==> src/ssdm_ram.sv <==
module ssdm_ram #(
  parameter int DEPTH = 256,
  parameter int WIDTH = 8,
  localparam int AW   = (DEPTH > 1) ? $clog2(DEPTH) : 1
) (
  input  logic             clk,
  input  logic             we,
  input  logic [AW-1:0]    waddr,
  input  logic [WIDTH-1:0] wdata,
  input  logic             re,
  input  logic [AW-1:0]    raddr,
  output logic [WIDTH-1:0] rdata
);

  logic [WIDTH-1:0] mem [DEPTH];

  // One write port, one registered read port
  always_ff @(posedge clk) begin
    if (we) begin
      mem[waddr] <= wdata;
    end
    if (re) begin
      rdata <= mem[raddr];
    end
  end

endmodule

==> config.mk <==
export PLATFORM = sky130hd
export DESIGN_NAME = ssdm_ram
export DESIGN_NICKNAME = d
export VERILOG_FILES = /design/src/ssdm_ram.sv
export SDC_FILE = /design/constraint.sdc
export NUM_CORES = 2
export LEC_CHECK = 0
export BUFFER_PORTS_ARGS = -buffer_cell sky130_fd_sc_hd__buf_2
export CORE_MARGIN = 8
export CORE_UTILIZATION = 45
export CTS_BUF_LIST = sky130_fd_sc_hd__clkbuf_8
export DETAILED_ROUTE_END_ITERATION = 8
export GPL_TIMING_DRIVEN = 0
export HOLD_SLACK_MARGIN = 0.08
export SYNTH_ARGS = -nofsm -noshare
export SYNTH_HDL_FRONTEND = slang
export SYNTH_SLANG_ARGS = --single-unit
==> constraint.sdc <==
create_clock -name clk -period 6.5 [get_ports clk]
set_input_delay 0.325 -clock clk [delete_from_list [all_inputs] [get_ports clk]]
set_output_delay 0.325 -clock clk [all_outputs]
set_load 0.01 [all_outputs]
==> flow_metrics.tcl <==
set metrics [dict create \
    outcome "complete, but fails checks" \
    violations "max-capacitance violations, max-slew violations" \
    slew_headroom_pct -5.05 \
    reg2reg_to "rdata[3]" \
    max_stage_delay_ns 1.21 \
    antenna_found_initial 24 \
    criticalPathCategory "in2reg" \
    slew_viol_final 45 \
    crit_chain "buf_2 -> buf_4 -> buf_2 -> buf_1 -> mux4_2 -> o211ai_1 -> a21oi_1 -> nor4_1 -> nor4_1" \
    peakVddDrop_mv 0.237 \
    area_delta_synth_final_pct 12.0 \
    drtPass1Iterations 6 \
    crit_start "raddr[1]" \
    drt-vias-per-instance 6.28 \
    fin_setup_tns_ns 0 \
    drv_cap 5 \
    tritoncts "built" \
    die-area_um2 191000 \
    r2r_slack_ns 2.55 \
    grt_use_total_pct 25.3 \
    num_rows 154 \
    cts-resized-gates 0 \
    h-tree-depth 5 \
    start_kind "input port" \
    placed_area_um2 83300 \
    insertion_delay_ns 1.02 \
    finalHoldViolCount 0 \
    yosysSeqAreaShare_pct 77.5 \
    ys_ff_latch 2056 \
    power.leakage_nw 27.8 \
    layout-drive-gt1-share_pct 23.4 \
    ys.flop_type "edfxtp_1" \
    fin_crit_sh_pct 71.6 \
    gp_congestion 0.923 \
    routed_wl_um 247000 \
    ys.warnings.count 0 \
    endpoint "rdata[1]" \
    reg2reg_from "mem[211][3]" \
    timing.final.crit_period_ns 4.66 \
    critPathArrivalTime_ns 5.28 \
    critical_path_required_ns 7.12 \
    cts-hold-fix-buffers 9 \
    hold_path.class "in2reg" \
    hpwl_um 164000 \
    slowest_stage "nor4_1" \
    wl_per_cell_um 36.7 \
    cp-end-kind "flop" \
    finalClockSkew_ns 0.0483 \
    syn-num-nets 3760 \
    floorplan.io_pins 35 \
    start_util_pct 45.3 \
    overflow 0 \
    via_count 42200 \
    fp.dieW_um 437 \
    drcViolationCount 0 \
    grt_pass1_wl_um 335000 \
    clockBufferDepth 4 \
    cts_setup_buffers 0 \
    port_buffers 27 \
    netlist_instances 3733 \
    p_per_area_nw_per_um2 296 \
    setup_viol 0 \
    ant_nets 0 \
    syn_area_um2 79600 \
    grt_pass1_vias 41500 \
    grt_start_max_net_pins 153 \
    stdcell_area_um2 89200 \
    crit_path_max_fanout 10 \
    synth_edf_count 2056 \
    worstMarginPinSlew_ns 1.58 \
    reg2reg_depth 6 \
    die_h_um 437 \
    nets 4160 \
    drtIter0Drc 6409 \
    clk_pin_slew_ns 0.07 \
    avgSynthCellArea_um2 21.3 \
    clock.fmax_mhz 215 \
    core_um2 176000 \
    ctsRootBufferMaster "clkbuf_8" \
    yosysUniqueCellTypes 54 \
    cts_sinks 2056 \
    async_flop_share_pct 0 \
    rsz0062_at_grt "false" \
    numCtsBuffers 342 \
]
[worst min-delay path by stage]
stage	startpoint	to	slack [ns]	depth (start not counted)
after detailed placement	re	rdata[6]	0.69	1
after global routing	re	rdata[4]	0.17	2
after floorplan	wdata[0]	mem[0][0]	0.42	0
final	waddr[4]	mem[114][5]	0.20	3
after CTS	waddr[4]	mem[112][3]	0.1	3
after global placement	re	rdata[3]	0.66	1
[synth_stat cells (all sizes together), types with 14 or more instances]
| cell type | count | share of area, % |
|---|---|---|
| edfxtp | 2056 | 78 |
| mux4 | 456 | 13 |
| nor2 | 282 | 1.3 |
| mux2i | 134 | 1.7 |
| a22oi | 133 | 1.3 |
| buf | 122 | 1.3 |
| clkbuf | 111 | 0.52 |
| a21oi | 96 | 0.60 |
| o221ai | 47 | 0.52 |
| nand3 | 34 | 0.21 |
| nand2 | 33 | 0.16 |
| nor2b | 31 | 0.24 |
| o22ai | 28 | 0.22 |
| nor4 | 27 | 0.24 |
| nor3 | 22 | 0.14 |
| a211oi | 16 | 0.15 |
| a221oi | 14 | 0.16 |
[sequential cells by signal (all words and copies together) (netlist names)]
register	flops
rdata	8
mem	2048
[stage by stage]
step | instances | utilization [%] | power, W | hold slack (ns) | setup WS, ns
after floorplan | 3733 | - | 0.0156 | 0.424 | 4.10
after global placement | 6100 | 47.0 | 0.0165 | 0.665 | 0.884
after detailed placement | 6119 | 47.3 | 0.0165 | 0.687 | 0.962
after CTS | 6702 | 50.7 | 0.0264 | 0.0978 | 2.06
after global routing | 6708 | 50.7 | 0.0270 | 0.166 | 2.06
final | 6719 | 50.7 | 0.0264 | 0.201 | 1.84
[logic make-up after synthesis]
group	Yosys count	synth area share, %
AND/OR/NAND/NOR	466	2.63
AO/OA/AOI/OAI	385	3.42
multiplexers	591	14.6
buffers and inverters	235	1.83
flip-flops	2056	77.5
[final cells by class]
cell class	instances	area (um2)
clock inverters	228	1020
diodes	16	40.0
well taps	2340	2930
plain buffers	233	1480
multi-input cells	1442	16500
flip-flops and latches	2056	61700
repair buffers	56	748
clock buffers	346	4760
fillers	14000	86700
inverters	2	7.51
[placed cells by master, fill, tap and decap left out, drive strengths merged, types with 34 or more instances in the layout]
master  netlist  final
inv           1    105
mux4        456    456
clkbuf      111    457
edfxtp     2056   2056
o221ai       47     47
a21oi        96     96
nand3        34     34
a22oi       133    133
buf         122    169
mux2i       134    134
nor2        282    282
clkinv        1    117
[critical path, delay by kind of cell]
kind	cells	cell delay, ns
AND/OR/NAND/NOR	2	1.40
buffers and inverters	4	2.27
AO/OA/AOI/OAI	2	0.74
multiplexers	1	0.48
[where the power goes]
part | leakage, nW | switching, W | internal [W]
combinational | 5.94 | 0.00111 | 0.000477
clock | 3.34 | 0.00509 | 0.00507
sequential | 18.5 | 0.00000727 | 0.0146
total | 27.8 | 0.00621 | 0.0202
[per-layer routing]
layer	track usage [%]	part of all wire [%]	routed length [um]
met1	34.2	38	93900
met3	6.96	11	27700
met4	12.4	5.3	13100
met5	0	0	0
met2	38.0	45	112000
Note: power is estimated with default switching activity, not from simulation.
